## src/rtl/itp_pkg.sv

```systemverilog
// Package for the infix-to-postfix converter: stack sizing, operator codes,
// precedence tables, state type and the stack command/status structs. No dependencies.
`timescale 1ns / 1ps

package itp_pkg;

    localparam int STACK_DEPTH = 32;
    localparam int STACK_AW    = $clog2(STACK_DEPTH);
    localparam int CNT_W       = $clog2(STACK_DEPTH + 1);

    typedef logic [2:0] op_code_t;

    localparam op_code_t OP_LPAREN = 3'd0;
    localparam op_code_t OP_PLUS   = 3'd1;
    localparam op_code_t OP_MINUS  = 3'd2;
    localparam op_code_t OP_MUL    = 3'd3;
    localparam op_code_t OP_DIV    = 3'd4;
    localparam op_code_t OP_POW    = 3'd5;
    localparam op_code_t OP_NONE   = 3'd7;

    localparam logic [7:0] CH_LPAREN = 8'h28;
    localparam logic [7:0] CH_RPAREN = 8'h29;
    localparam logic [7:0] CH_MUL    = 8'h2A;
    localparam logic [7:0] CH_PLUS   = 8'h2B;
    localparam logic [7:0] CH_MINUS  = 8'h2D;
    localparam logic [7:0] CH_DIV    = 8'h2F;
    localparam logic [7:0] CH_POW    = 8'h5E;
    localparam logic [7:0] CH_A      = 8'h61;
    localparam logic [7:0] CH_Z      = 8'h7A;
    localparam logic [7:0] CH_NUL    = 8'h00;

    typedef logic [1:0] status_t;

    localparam status_t STAT_OK       = 2'd0;
    localparam status_t STAT_OVERFLOW = 2'd1;
    localparam status_t STAT_UNKNOWN  = 2'd2;

    typedef enum logic [1:0] {
        ST_IDLE,
        ST_WORK,
        ST_FILL
    } itp_state_t;

    typedef struct packed {
        logic     push;
        logic     pop;
        logic     clear;
        logic     refill;
        op_code_t code;
    } stk_cmd_t;

    typedef struct packed {
        logic [CNT_W-1:0] count;
        logic [CNT_W-1:0] opcnt;
        op_code_t         top;
        op_code_t         rdata;
    } stk_stat_t;

    function automatic op_code_t op_classify(input logic [7:0] ch);
        op_code_t code;
        case (ch)
            CH_LPAREN: code = OP_LPAREN;
            CH_PLUS:   code = OP_PLUS;
            CH_MINUS:  code = OP_MINUS;
            CH_MUL:    code = OP_MUL;
            CH_DIV:    code = OP_DIV;
            CH_POW:    code = OP_POW;
            default:   code = OP_NONE;
        endcase
        return code;
    endfunction

    function automatic logic [7:0] op_char(input op_code_t code);
        logic [7:0] ch;
        case (code)
            OP_LPAREN: ch = CH_LPAREN;
            OP_PLUS:   ch = CH_PLUS;
            OP_MINUS:  ch = CH_MINUS;
            OP_MUL:    ch = CH_MUL;
            OP_DIV:    ch = CH_DIV;
            OP_POW:    ch = CH_POW;
            default:   ch = CH_NUL;
        endcase
        return ch;
    endfunction

    // Precedence of an operator already on the stack.
    function automatic logic [2:0] in_stack_prec(input op_code_t code);
        logic [2:0] p;
        case (code)
            OP_PLUS, OP_MINUS: p = 3'd1;
            OP_MUL, OP_DIV:    p = 3'd2;
            OP_POW:            p = 3'd3;
            default:           p = 3'd0;
        endcase
        return p;
    endfunction

    // Precedence of an arriving operator; ^ beats its own stacked copy.
    function automatic logic [2:0] incoming_prec(input op_code_t code);
        logic [2:0] p;
        case (code)
            OP_PLUS, OP_MINUS: p = 3'd1;
            OP_MUL, OP_DIV:    p = 3'd2;
            OP_POW:            p = 3'd4;
            default:           p = 3'd5;
        endcase
        return p;
    endfunction

endpackage

```

## src/rtl/infix_to_postfix_converter.sv

```systemverilog
// Channel  Dir  Payload                                   Accepted when
// s_*      in   tdata: char_in; tlast: end_of_expr        s_tvalid && s_tready
// m_*      out  tdata: char_out; tlast: last_in_run;      m_tvalid && m_tready
//               tuser: expr_done, status
//
// A letter, an unknown character or a push is taken in ST_IDLE and acted on in
// ST_WORK. A pop that leaves entries on the stack is followed by ST_FILL, in which
// the stack memory returns the new top entry. The stack memory is not cleared
// on reset; only the depth and operator counts are. A full output register
// stalls the work, and a new request is taken only when the previous one is done.
// Top level: sequencer and output register; depends on itp_pkg and itp_stack.
`timescale 1ns / 1ps

module infix_to_postfix_converter (
    input  logic       clk,
    input  logic       rst_n,
    input  logic       s_tvalid,
    output logic       s_tready,
    input  logic [7:0] s_tdata,   // [7:0] char_in
    input  logic       s_tlast,
    output logic       m_tvalid,
    input  logic       m_tready,
    output logic [7:0] m_tdata,   // [7:0] char_out
    output logic       m_tlast,
    output logic [2:0] m_tuser    // [0] expr_done, [2:1] status
);
    import itp_pkg::*;

    itp_state_t state_reg, state_next;
    logic [7:0] ch_reg, ch_next;
    logic       end_reg, end_next;
    op_code_t   code_reg, code_next;
    logic       pend_valid_reg, pend_valid_next;
    logic [7:0] pend_char_reg, pend_char_next;
    logic       m_tvalid_reg, m_tvalid_next;
    logic [7:0] m_tdata_reg, m_tdata_next;
    logic       m_tlast_reg, m_tlast_next;
    logic [2:0] m_tuser_reg, m_tuser_next;

    stk_cmd_t   cmd;
    stk_stat_t  stat;

    logic       out_free;
    logic       emit;
    logic [7:0] e_char;
    logic       e_last;
    logic       e_done;
    status_t    e_stat;
    logic       is_letter;
    logic       more;

    itp_stack u_stack (
        .clk   (clk),
        .rst_n (rst_n),
        .cmd   (cmd),
        .stat  (stat)
    );

    assign out_free  = !m_tvalid_reg || m_tready;
    assign is_letter = (ch_reg >= CH_A) && (ch_reg <= CH_Z);

    always_comb
    begin
        state_next      = state_reg;
        ch_next         = ch_reg;
        end_next        = end_reg;
        code_next       = code_reg;
        pend_valid_next = pend_valid_reg;
        pend_char_next  = pend_char_reg;
        cmd             = '0;
        emit            = 1'b0;
        e_char          = CH_NUL;
        e_last          = 1'b0;
        e_done          = 1'b0;
        e_stat          = STAT_OK;
        more            = 1'b0;
        s_tready        = (state_reg == ST_IDLE);

        case (state_reg)
            ST_IDLE:
            begin
                if (s_tvalid)
                begin
                    ch_next    = s_tdata;
                    end_next   = s_tlast;
                    code_next  = op_classify(s_tdata);
                    state_next = ST_WORK;
                end
            end

            ST_WORK:
            begin
                if (out_free)
                begin
                    if (end_reg)
                    begin
                        if (stat.opcnt == '0)
                        begin
                            // Only parentheses left (or nothing): drop them at once.
                            cmd.clear  = 1'b1;
                            state_next = ST_IDLE;
                            emit       = 1'b1;
                            e_last     = 1'b1;
                            e_done     = 1'b1;
                        end
                        else if (stat.top == OP_LPAREN)
                        begin
                            cmd.pop         = 1'b1;
                            pend_valid_next = 1'b0;
                            state_next      = ST_FILL;
                        end
                        else if (stat.opcnt == CNT_W'(1))
                        begin
                            cmd.clear  = 1'b1;
                            emit       = 1'b1;
                            e_char     = op_char(stat.top);
                            e_last     = 1'b1;
                            e_done     = 1'b1;
                            state_next = ST_IDLE;
                        end
                        else
                        begin
                            cmd.pop         = 1'b1;
                            emit            = 1'b1;
                            e_char          = op_char(stat.top);
                            pend_valid_next = 1'b0;
                            state_next      = ST_FILL;
                        end
                    end
                    else if (is_letter)
                    begin
                        emit       = 1'b1;
                        e_char     = ch_reg;
                        e_last     = 1'b1;
                        state_next = ST_IDLE;
                    end
                    else if (ch_reg == CH_RPAREN)
                    begin
                        if (stat.count == '0)
                        begin
                            state_next = ST_IDLE;
                        end
                        else
                        begin
                            cmd.pop = 1'b1;
                            if (stat.top == OP_LPAREN)
                            begin
                                pend_valid_next = 1'b0;
                                state_next = (stat.count >= CNT_W'(2)) ? ST_FILL : ST_IDLE;
                            end
                            else if (stat.count >= CNT_W'(2))
                            begin
                                pend_valid_next = 1'b1;
                                pend_char_next  = op_char(stat.top);
                                state_next      = ST_FILL;
                            end
                            else
                            begin
                                emit       = 1'b1;
                                e_char     = op_char(stat.top);
                                e_last     = 1'b1;
                                state_next = ST_IDLE;
                            end
                        end
                    end
                    else if (code_reg != OP_NONE)
                    begin
                        if ((stat.count != '0) &&
                            (in_stack_prec(stat.top) >= incoming_prec(code_reg)))
                        begin
                            cmd.pop = 1'b1;
                            if (stat.count >= CNT_W'(2))
                            begin
                                pend_valid_next = 1'b1;
                                pend_char_next  = op_char(stat.top);
                                state_next      = ST_FILL;
                            end
                            else
                            begin
                                // Stack empties, so the push that follows is certain.
                                emit   = 1'b1;
                                e_char = op_char(stat.top);
                                e_last = 1'b1;
                            end
                        end
                        else if (stat.count < CNT_W'(STACK_DEPTH))
                        begin
                            cmd.push   = 1'b1;
                            cmd.code   = code_reg;
                            state_next = ST_IDLE;
                        end
                        else
                        begin
                            emit       = 1'b1;
                            e_last     = 1'b1;
                            e_stat     = STAT_OVERFLOW;
                            state_next = ST_IDLE;
                        end
                    end
                    else
                    begin
                        emit       = 1'b1;
                        e_last     = 1'b1;
                        e_stat     = STAT_UNKNOWN;
                        state_next = ST_IDLE;
                    end
                end
            end

            ST_FILL:
            begin
                cmd.refill = 1'b1;
                if (!pend_valid_reg)
                begin
                    state_next = end_reg ? ST_WORK : ST_IDLE;
                end
                else if (out_free)
                begin
                    // The new top tells whether the held operator is the last result.
                    if (ch_reg == CH_RPAREN)
                    begin
                        more = (stat.rdata != OP_LPAREN);
                    end
                    else
                    begin
                        more = (in_stack_prec(stat.rdata) >= incoming_prec(code_reg));
                    end
                    emit            = 1'b1;
                    e_char          = pend_char_reg;
                    e_last          = !more;
                    pend_valid_next = 1'b0;
                    state_next      = ST_WORK;
                end
            end

            default:
            begin
                state_next = ST_IDLE;
            end
        endcase
    end

    always_comb
    begin
        m_tvalid_next = m_tvalid_reg;
        m_tdata_next  = m_tdata_reg;
        m_tlast_next  = m_tlast_reg;
        m_tuser_next  = m_tuser_reg;
        if (emit)
        begin
            m_tvalid_next = 1'b1;
            m_tdata_next  = e_char;
            m_tlast_next  = e_last;
            m_tuser_next  = {e_stat, e_done};
        end
        else if (m_tready)
        begin
            m_tvalid_next = 1'b0;
        end
    end

    always_ff @(posedge clk or negedge rst_n)
    begin
        if (!rst_n)
        begin
            state_reg      <= ST_IDLE;
            pend_valid_reg <= 1'b0;
            m_tvalid_reg   <= 1'b0;
        end
        else
        begin
            state_reg      <= state_next;
            pend_valid_reg <= pend_valid_next;
            m_tvalid_reg   <= m_tvalid_next;
        end
    end

    always_ff @(posedge clk)
    begin
        ch_reg        <= ch_next;
        end_reg       <= end_next;
        code_reg      <= code_next;
        pend_char_reg <= pend_char_next;
        m_tdata_reg   <= m_tdata_next;
        m_tlast_reg   <= m_tlast_next;
        m_tuser_reg   <= m_tuser_next;
    end

    assign m_tvalid = m_tvalid_reg;
    assign m_tdata  = m_tdata_reg;
    assign m_tlast  = m_tlast_reg;
    assign m_tuser  = m_tuser_reg;

endmodule

```

## src/rtl/itp_stack.sv

```systemverilog
// Operator stack of the converter: synchronous memory, depth count, operator
// count and a cached top entry. Depends on itp_pkg.
`timescale 1ns / 1ps

module itp_stack (
    input  logic               clk,
    input  logic               rst_n,
    input  itp_pkg::stk_cmd_t  cmd,
    output itp_pkg::stk_stat_t stat
);
    import itp_pkg::*;

    op_code_t         mem [STACK_DEPTH];
    op_code_t         rdata_reg;
    op_code_t         top_reg;
    op_code_t         top_next;
    logic [CNT_W-1:0] count_reg;
    logic [CNT_W-1:0] count_next;
    logic [CNT_W-1:0] opcnt_reg;
    logic [CNT_W-1:0] opcnt_next;
    logic [CNT_W-1:0] rd_idx;
    logic             rd_en;

    // A pop leaving entries fetches the one below the top; control waits in ST_FILL
    // for it before looking at the stack again, so reads and writes never overlap.
    assign rd_idx = count_reg - CNT_W'(2);
    assign rd_en  = cmd.pop && (count_reg >= CNT_W'(2));

    always_comb
    begin
        count_next = count_reg;
        opcnt_next = opcnt_reg;
        top_next   = top_reg;
        if (cmd.clear)
        begin
            count_next = '0;
            opcnt_next = '0;
        end
        else if (cmd.pop)
        begin
            count_next = count_reg - CNT_W'(1);
            if (top_reg != OP_LPAREN)
            begin
                opcnt_next = opcnt_reg - CNT_W'(1);
            end
        end
        else if (cmd.push)
        begin
            count_next = count_reg + CNT_W'(1);
            top_next   = cmd.code;
            if (cmd.code != OP_LPAREN)
            begin
                opcnt_next = opcnt_reg + CNT_W'(1);
            end
        end
        else if (cmd.refill)
        begin
            top_next = rdata_reg;
        end
    end

    always_ff @(posedge clk or negedge rst_n)
    begin
        if (!rst_n)
        begin
            count_reg <= '0;
            opcnt_reg <= '0;
        end
        else
        begin
            count_reg <= count_next;
            opcnt_reg <= opcnt_next;
        end
    end

    always_ff @(posedge clk)
    begin
        top_reg <= top_next;
        if (cmd.push)
        begin
            mem[count_reg[STACK_AW-1:0]] <= cmd.code;
        end
        if (rd_en)
        begin
            rdata_reg <= mem[rd_idx[STACK_AW-1:0]];
        end
    end

    assign stat.count = count_reg;
    assign stat.opcnt = opcnt_reg;
    assign stat.top   = top_reg;
    assign stat.rdata = rdata_reg;

endmodule

```

## config.mk

```make
export PLATFORM = sky130hd
export DESIGN_NAME = infix_to_postfix_converter
export DESIGN_NICKNAME = d
export VERILOG_FILES = /design/src/rtl/itp_pkg.sv /design/src/rtl/infix_to_postfix_converter.sv /design/src/rtl/itp_stack.sv
export SDC_FILE = /design/constraint.sdc
export NUM_CORES = 1
export LEC_CHECK = 0
export ABC_AREA = 0
export ABC_CLOCK_PERIOD_IN_PS = 3000
export BUFFER_PORTS_ARGS = -buffer_cell sky130_fd_sc_hd__buf_2
export CORE_UTILIZATION = 40
export DETAILED_ROUTE_END_ITERATION = 6
export PLACE_DENSITY_LB_ADDON = 0.05
export SLEW_MARGIN = 15
export SYNTH_ARGS = -nofsm -noshare
export SYNTH_HDL_FRONTEND = slang
export SYNTH_SLANG_ARGS = --single-unit
```

## constraint.sdc

```tcl
create_clock -name clk -period 3 [get_ports clk]
set_input_delay 0.3 -clock clk [delete_from_list [all_inputs] [get_ports clk]]
set_output_delay 0.3 -clock clk [all_outputs]
set_load 0.01 [all_outputs]
```

==> metrics.txt, run 1 <==
power share of the clock group=~27%; Comb pwr share=a little under two fifths; EDFF count, synth=between 100 and 150; Initial Utilization=between 40% and 50%; die area=between 15000 and 20000 um^2; Via Count=roughly 4500; top-area cell type share of the netlist area=a little under three fifths; Max Buffers Root-to-Sink=2; Pins Over Slew Limit=0; critical path type=register to register; count leader, synth=edfxtp_1; Main synth FF type=edfxtp_1; minimum clock period=approximately 2.8 ns; fin cells=about 830; asr flop ratio synth=10.81%; Hold Vio Cnt, Final=0; Syn-to-layout area delta=19.20%; HPWL Detailed=around 12 mm; first-pass GRT wire length=27.07 mm; Root Buffer Master=clkbuf_16; antenna violations before repair=0; Initial DRT Pass Iterations=4; Final Skew=between 0.009 and 0.01 ns; critical path capture point type=register; FP Rows=48; core box area=17420 um^2; share of layout cells above drive strength 1=28.74%; internal power consumption=roughly 5.2 mW; maximum fanout along the worst path=4; NetSw=2.659 mW; Vias per Instance=about 5.5; Synth cell types=67; port bufs=26; outcome=complete, no violations; Yosys top cell by area=edfxtp_1; gp weighted congestion=0.8397; Initial DRC Count=270; commonest cells in the netlist=132 x edfxtp_1, 64 x nor2_1, 44 x nand2_1; sequential element share of the synthesized area=about three fifths; DRT antenna net count=0; Fmax achieved=between 300 and 400 MHz; IR drop worst, VDD=roughly 0.00045 V; Final Cycle Share=a little over nine tenths; CTS tree=done; Area contributors post-synth=edfxtp_1 55%, mux4_2 9.4%, dfrtp_1 5.6%; clk_lat worst skew=approximately 0.42 ns; Congestion Overflow GR=0; post-synthesis register bit count=roughly 150; Leak=3.001 nW; Rel. slew slack=around 55%; antenna diode count=0; Design Area, Final=about 8600 um^2; CTS Buf Count=17; width of the die=about 140 um; cells after synthesis=between 500 and 600; detailed-route DRC error count=0; Reg power frac=between 30% and 40%; Sw Ratio=34.01%; WL per Instance=about 20 um; final net count=around 630; Mapped Area=7202 um^2; total power draw=7.819 mW; largest net degree at the start of global routing=34; overall routing resource usage=roughly a fifth; final setup fails=0; placed cell area=7885 um^2; CP Launch Type=register; Slew @ Worst Pin=slightly below 0.7 ns; Num Clock Sinks=between 100 and 150; clock-pin slew on the worst setup and hold paths=around 0.070 ns; I/O pin count=27; yosys warns=0; placed cells=slightly below 800; HP Class=input port to register; P per Cell Area=between 900 and 1000 nW/um^2; max FFs per register=96; Synthesized Nets=554; unrepaired setup endpoints after global routing=yes; number of global-route vias before repair=4809; H-tree depth=4; max cap viols=0; final wirelength=approximately 17 mm; Chip Height=roughly 140 um; syn_area_per_cell=13.77 um^2; Worst EP required=around 3.3 ns; Worst Path Arrival=approximately 3.2 ns
area by class of cell:
type	count	area (um^2)
flip-flops and latches	148	4365
well taps	225	281.5
inverters	14	52.55
fillers	1549	8832
clock inverters	15	155.1
multi-input cells	342	2756
clock buffers	17	425.4
repair buffers	73	548.0
per-layer routing:
metal	share of wire, %	GRT usage, %	vias up
met5	0	0	-
met4	2.8	8.210	0
met3	2.9	3.356	29
met2	51	35.00	88
met1	43	24.36	2273
li1	-	-	2156
cells by family (layout without fill, tap and decap cells):
kind of cell | Yosys count | in the layout | synth area share, %
buffers and inverters | 33 | 119 | 2.241
adders and majority gates | 18 | 18 | 3.127
muxes | 41 | 41 | 11.00
DFF | 148 | 148 | 60.60
xor gates and xnor gates | 11 | 11 | 1.338
and+or+nand+nor | 193 | 193 | 13.36
other | 1 | 1 | 0.05207
AOI/OAI and AO/OA | 78 | 78 | 8.287
power by group through the flow:
stage          Clock [mW]  Combinational, mW  Sequential (mW)
2_1_floorplan           0               1.99             2.82
3_3_place_gp            0               2.85             2.83
3_5_place_dp            0               2.87             2.83
4_1_cts              2.14               2.95             2.79
5_1_grt              2.20               3.21             2.83
6_report             2.10               2.93             2.79
worst max-delay path, cell delays in order (launching register included):
cell and delay [ns]:
edfxtp_1 0.46, nand2_2 0.10, nor2_4 0.16, a21oi_2 0.06
ha_1 0.28, nand2b_1 0.15, a21oi_2 0.18, buf_4 0.16
o21ai_4 0.07, a31oi_4 0.22, nor2_4 0.06, xnor2_1 0.12
ha_2 0.19, inv_2 0.07, nor2_1 0.06, a31oi_2 0.19
mux2i_1 0.23
final timing paths:
path,start,slack (ns),depth (start not counted),end
setup / recovery,code_reg[1],0.15,16,u_stack.count_reg[2]
hold / removal,s_tlast,0.05,1,end_reg
setup reg to reg,code_reg[1],0.15,16,u_stack.count_reg[2]
hold reg to reg,u_stack.opcnt_reg[5],0.48,1,u_stack.opcnt_reg[5]
max in group asynchronous,rst_n,2.34,2,u_stack.count_reg[0]
min in group asynchronous,rst_n,0.35,2,m_tvalid
placed cells by master, fill, tap and decap left out, types with 4 or more instances in the layout:
cell / Yosys / layout
nand2_1: 44 / 43
nand2b_1: 6 / 6
buf_12: 0 / 5
a21o_1: 6 / 6
a21oi_1: 16 / 13
buf_4: 0 / 41
and2_1: 9 / 9
clkinvlp_4: 0 / 4
nor4_1: 4 / 4
edfxtp_1: 132 / 132
inv_1: 14 / 12
nor3_1: 18 / 17
nor2_1: 64 / 60
nand3_1: 16 / 16
ha_1: 18 / 17
mux2_2: 5 / 5
a31oi_1: 5 / 4
xnor2_1: 9 / 9
nor2_4: 1 / 4
clkbuf_16: 0 / 17
buf_2: 2 / 26
dfrtp_1: 16 / 15
mux4_2: 30 / 30
nand3b_1: 4 / 4
o211ai_1: 4 / 4
o31ai_1: 5 / 5
or4_1: 4 / 4
o21ai_0: 8 / 8
a22o_1: 4 / 4
mux2i_1: 6 / 6
through the flow:
step                setup WS, ns  util (%)  hold WS [ns]  TNS [ns]
floorplan              0.0004603         -      0.004409         0
global placement         0.07057     45.27        0.2583         0
detailed placement      -0.03886     45.27        0.2560   -0.4561
CTS                      0.02164     48.78       0.02952         0
global route            -0.06641     49.29       0.03280  -0.06667
finish                    0.1528     49.29       0.05262         0
timing repair:
item                                   CTS  global route
cloned                                   0             0
endpoints found under the hold margin   16             0
pin swaps                                1             4
hold buffers                             1             0
gates resized for setup                  0            16
setup endpoints to repair               12            87
buffers inserted                         1             4
(Power assumes the default switching activity.)
==> run 2: changes to the inputs <==
HOLD_SLACK_MARGIN = 0.05   (was unset)
PLACE_DENSITY = 0.66   (was unset)
PLACE_DENSITY_LB_ADDON = unset   (was 0.05)
==> run 2 against run 1 <==
Die area stayed put. Worst setup slack worse by 0.0090 ns. Largest cell class unchanged. Register-to-register slack about the same. Critical path type unchanged.
==> metrics.txt, run 2 (same netlist as run 1, synthesis figures left out) <==
worst-path cell chain=nand2_1, nor2_1, a21oi_2, ha_1, nand2b_1, a21oi_4, nor3_1, nor3b_2, buf_4, buf_4, and2_1, buf_12, a21o_1; largest net degree at the start of global routing=34; HPWL Detailed=roughly 11 mm; antenna diode count=0; CTS Buf Count=17; final setup fails=0; critical path startpoint=code_reg[0]; Worst EP required=3.18 ns; Hold Vio Cnt, Final=0; worst hold start=s_tdata[5]; DRT antenna net count=0; clock-pin slew on the worst setup and hold paths=~0.06 ns; Initial DRC Count=340; fin cells=between 800 and 900; Slew @ Worst Pin=0.6305 ns; Via Count=around 4700; Initial DRT Pass Iterations=5; Final Skew=slightly above 0.01 ns; P per Cell Area=about 900 nW/um^2; share of layout cells above drive strength 1=between 20 and 30%; critical path capture point type=register; first-pass GRT wire length=about 24 mm; FP Rows=between 40 and 50; Leak=2.964 nW; Initial Utilization=between 40% and 50%; most frequent cells in the layout=132 x edfxtp_1, 58 x nor2_1, 43 x nand2_1, 31 x buf_4, 30 x mux4_2; unrepaired setup endpoints after global routing=no; Root Buffer Master=clkbuf_16; critical path type=register to register; antenna violations before repair=0; max cap viols=0; detailed-route DRC error count=0; Syn-to-layout area delta=17.95%; minimum clock period=~2.9 ns; Rel. slew slack=about 58%; Worst Path Arrival=between 3 and 4 ns; H-tree depth=4; Fmax achieved=350.1 MHz; outcome=complete, no violations; max FFs per register=96; core box area=around 17000 um^2; maximum fanout along the worst path=33; Chip Height=136.2 um; overall routing resource usage=~18%; Reg2Reg Depth=13; hold endpoint=ch_reg[5]; I/O pin count=27; Final Util=48.77%; WL per Instance=approximately 19 um; gp weighted congestion=between 0.9 and 1; placed cells=roughly 790; CP Launch Type=register; Num Clock Sinks=approximately 150; clk_lat worst skew=approximately 0.43 ns; most common cell after layout, fill and taps aside=edfxtp_1; Vias per Instance=about 5.6; hold path depth=1; number of global-route vias before repair=approximately 4600; RR Startpoint=code_reg[0]; slowest cell on the critical path=edfxtp_1; final net count=620; critical path's top delay family=simple AND/OR/NAND/NOR gates; Final Cycle Share=about 95%; R2R Setup Slk=between 0.1 and 0.15 ns; IR drop worst, VDD=0.0005965 V; Crit path buffers/inverters=3; Critical R2R Capture=u_stack.top_reg[0]; CTS tree=done; TNS Setup=0 ns; die area=18550 um^2; port bufs=26; Congestion Overflow GR=0; total power draw=7.661 mW; width of the die=136.2 um; Pins Over Slew Limit=0; critical path's largest stage delay=between 0.4 and 0.5 ns; final wirelength=around 16 mm; Max Buffers Root-to-Sink=2; cell mode on critical path=buf_4; HP Class=input port to register
==> run 2: changes by cell type in the layout (fill, tap and decap cells not counted), moves of 2 or more <==
| cell | before | now |
|---|---|---|
| buf_4 | 41 | 31 |
| bufinv_16 | 2 | 0 |
| clkinvlp_4 | 4 | 1 |
| dlygate4sd3_1 | 1 | 4 |
| inv_1 | 12 | 14 |
| inv_2 | 2 | 0 |
| inv_8 | 0 | 4 |
| nor2_1 | 60 | 58 |
| nor2_2 | 3 | 7 |
| nor2_4 | 4 | 2 |
==> run 2: power by group <==
group	internal [mW]	leakage [nW]	switching, mW	total [mW]
logic	1.33	1.31	1.58	2.91
clock network	1.08	0.268	0.892	1.97
registers	2.58	1.38	0.198	2.78
total	4.99	2.96	2.67	7.66
==> run 2: cell type report <==
class | instances | area [um^2]
fillers | 1514 | 8922
flip-flops and latches | 148 | 4365
multi-input cells | 342 | 2745
repair buffers | 66 | 503.0
clock buffers | 18 | 429.2
well taps | 225 | 281.5
clock inverters | 14 | 117.6
inverters | 14 | 52.55
==> run 2: timing repair <==
action | 4_1_cts | 5_1_grt
endpoints found under the setup margin | 9 | 105
resized for setup | 1 | 11
setup buffers | 0 | 3
hold endpoints to repair | 18 | 1
hold buffers | 3 | 1
pin swaps | 0 | 3
==> run 2: per-layer routing <==
layer | track usage [%] | part of all wire (%) | vias up
met2 | 30.29 | 51 | 157
met5 | 0 | 0 | -
li1 | - | - | 2144
met1 | 21.91 | 42 | 2322
met3 | 4.847 | 5.0 | 30
met4 | 6.667 | 2.2 | 0
==> run 2: how the worst max path moves through the flow <==
stage / to / cells past startpoint / slack (ns)
6_report: u_stack.top_reg[0] / 13 / 0.14
5_1_grt: u_stack.count_reg[4] / 11 / 0.005
4_1_cts: u_stack.mem[31][1] / 11 / 0.005
3_5_place_dp: u_stack.mem[30][0] / 10 / 0.01
3_3_place_gp: u_stack.mem[31][0] / 11 / 0.06
2_1_floorplan: u_stack.count_reg[2] / 15 / 0.0005
==> run 2: through the flow <==
step / cell area, um^2 / hold WS [ns] / worst slack, ns
after global routing: 8494 / 0.06011 / 0.005412
final: 8494 / 0.06497 / 0.1437
after detailed placement: 7825 / 0.2544 / 0.01193
after floorplan: 7223 / 0.004409 / 0.0004603
after global placement: 7825 / 0.2449 / 0.05792
after CTS: 8407 / 0.05054 / 0.004993
==> run 3: changes to the inputs <==
CORE_MARGIN = 2   (was unset)
CORE_UTILIZATION = 56   (was 40)
PLACE_DENSITY = 0.84   (was 0.66)
==> run 3 against run 2 <==
Clock power up 5%. Worst setup slack got worse by 0.075 ns. Utilization rose by 19 points.
==> metrics.txt, run 3 (same netlist as run 1, synthesis figures left out) <==
outcome=complete, no violations; Num Clock Sinks=around 150; minimum clock period=roughly 2.9 ns; HP Class=input port to register; I/O pin count=27; NetSw=about 2.7 mW; die area=about 14000 um^2; Worst EP required=slightly above 3 ns; internal power consumption=about 5.0 mW; Final Skew=around 0.0075 ns; Worst Path Arrival=approximately 3 ns; largest net degree at the start of global routing=34; Pins Over Slew Limit=0; CTS Buf Count=17; Initial Utilization=57.30%; clk_lat worst skew=around 0.43 ns; detailed-route DRC error count=0; Sw Ratio=around 35%; worst-path cell chain=buf_4, a21oi_1, ha_1, nand2b_1, a21oi_2, buf_4, o31a_1, nand4_2, or3_1, nor2_1; final net count=between 600 and 700; Congestion Overflow GR=0; Register Area=about 4400 um^2; core box area=approximately 13000 um^2; worst hold start=s_tdata[3]; Final Cycle Share=between 90% and 100%; GR Layer Usage met2=between 30% and 40%; Initial DRC Count=approximately 470; Hold WS=just under 0.07 ns; Root Buffer Master=clkbuf_16; antenna diode count=0; Critical R2R Capture=u_stack.mem[10][1]; RR Startpoint=u_stack.top_reg[0]; R2R Setup Slk=roughly 0.069 ns; IR drop worst, VDD=0.0004511 V; max cap viols=0; CP Launch Type=register; cell mode on critical path=buf_4; CTS tree=done; total power draw=roughly 7.8 mW; Reg2Reg Depth=10; unrepaired setup endpoints after global routing=yes; HPWL Detailed=roughly 11 mm; Syn-to-layout area delta=17.60%; area of the multi-input gates=2740 um^2; final wirelength=around 16 mm; max FFs per register=between 90 and 100; grt met1 use=between 30% and 40%; H-tree depth=4; critical path capture point type=register; hold path depth=1; Slew @ Worst Pin=0.6524 ns; slowest cell on the critical path=or3_1; fillers=~830; width of the die=~120 um; Fmax achieved=between 300 and 400 MHz; critical path's top delay family=simple AND/OR/NAND/NOR gates; P per Cell Area=916.6 nW/um^2; final setup fails=0; share of layout cells above drive strength 1=28.26%; GRT met3 Usage=between 4 and 5%; TNS Setup=0 ns; GRT busiest layer=met2; Leak=approximately 3 nW; Hold Vio Cnt, Final=0; Chip Height=117.4 um; Max Buffers Root-to-Sink=2; antenna violations before repair=0; Rel. slew slack=a little under three fifths; Reg power frac=a little over a third; power share of the clock group=roughly a quarter; critical path's largest stage delay=0.55 ns; critical path type=register to register; Via Count=between 4000 and 5000; FP Rows=approximately 40; Comb pwr share=a little under two fifths; most common cell after layout, fill and taps aside=edfxtp_1; overall routing resource usage=roughly a quarter; WL per Instance=between 20 and 25 um; gp weighted congestion=about 0.93; DRT antenna net count=0; first-pass GRT wire length=25.19 mm; Initial DRT Pass Iterations=5; number of global-route vias before repair=roughly 4700; most frequent cells in the layout=132 x edfxtp_1, 57 x nor2_1, 43 x nand2_1, 36 x buf_4, 30 x mux4_2; maximum fanout along the worst path=9; port bufs=26; clock-pin slew on the worst setup and hold paths=0.07 ns; hold endpoint=ch_reg[3]; Crit path buffers/inverters=2; Vias per Instance=approximately 6
run 3: changes by cell type in the layout (fill, tap and decap cells not counted), moves of 2 or more:
| cell | before | now |
|---|---|---|
| inv_1 | 14 | 12 |
| clkinv_1 | 2 | 0 |
| inv_2 | 0 | 2 |
| buf_4 | 31 | 36 |
| inv_6 | 4 | 7 |
| clkinv_8 | 0 | 3 |
run 3: worst reg2reg max path, stage by stage, from the launching register on:
cell	delay (ns)
edfxtp_1	0.39
buf_4	0.18
a21oi_1	0.18
ha_1	0.24
nand2b_1	0.15
a21oi_2	0.15
buf_4	0.14
o31a_1	0.15
nand4_2	0.12
or3_1	0.55
nor2_1	0.35
run 3: repair_timing:
item,4_1_cts,5_1_grt
hold endpoints to repair,18,0
hold buffers,3,0
buffers inserted,0,6
resized for setup,0,14
endpoints found under the setup margin,0,72
run 3: worst max-delay path by stage:
stage                                  start              endpoint  slack (ns)  cells past startpoint
after floorplan           u_stack.top_reg[1]  u_stack.count_reg[2]      0.0005                     15
after global placement    u_stack.top_reg[1]            m_tuser[1]        0.13                     11
after detailed placement         code_reg[2]    u_stack.mem[14][0]        0.07                      9
after CTS                        code_reg[2]  u_stack.count_reg[4]        0.02                     15
after global routing             code_reg[2]    u_stack.mem[26][0]       -0.03                     10
final                     u_stack.top_reg[0]    u_stack.mem[10][1]        0.07                     10
run 3: per-layer routing:
layer	vias up	routed length [um]
li1	2158	-
met1	2340	6281
met2	225	7857
met3	37	1162
met4	0	413
met5	-	0
run 3: layout make-up:
type / count / area share, %
flip-flops and latches: 148 / 51.54
multi-input cells: 342 / 32.35
repair buffers: 69 / 6.027
clock buffers: 17 / 5.023
well taps: 172 / 2.541
clock inverters: 15 / 1.891
inverters: 14 / 0.6205
run 3: power by group through the flow:
stage	logic [mW]	registers, mW	clock network (mW)
after floorplan	1.99	2.82	0
after CTS	2.82	2.77	2.09
final	2.93	2.78	2.06
after detailed placement	2.80	2.81	0
after global placement	2.71	2.80	0
after global routing	3.17	2.80	2.18
run 3: stage by stage:
stage               setup WS [ns]  utilization [%]  instances  cell area (um^2)
finish                    0.06918            67.39        777              8469
detailed placement        0.06564            61.69        736              7754
CTS                       0.01550            66.59        771              8369
floorplan               0.0004603                -        523              7223
global placement           0.1336            61.69        736              7754
global route             -0.02885            67.39        777              8469
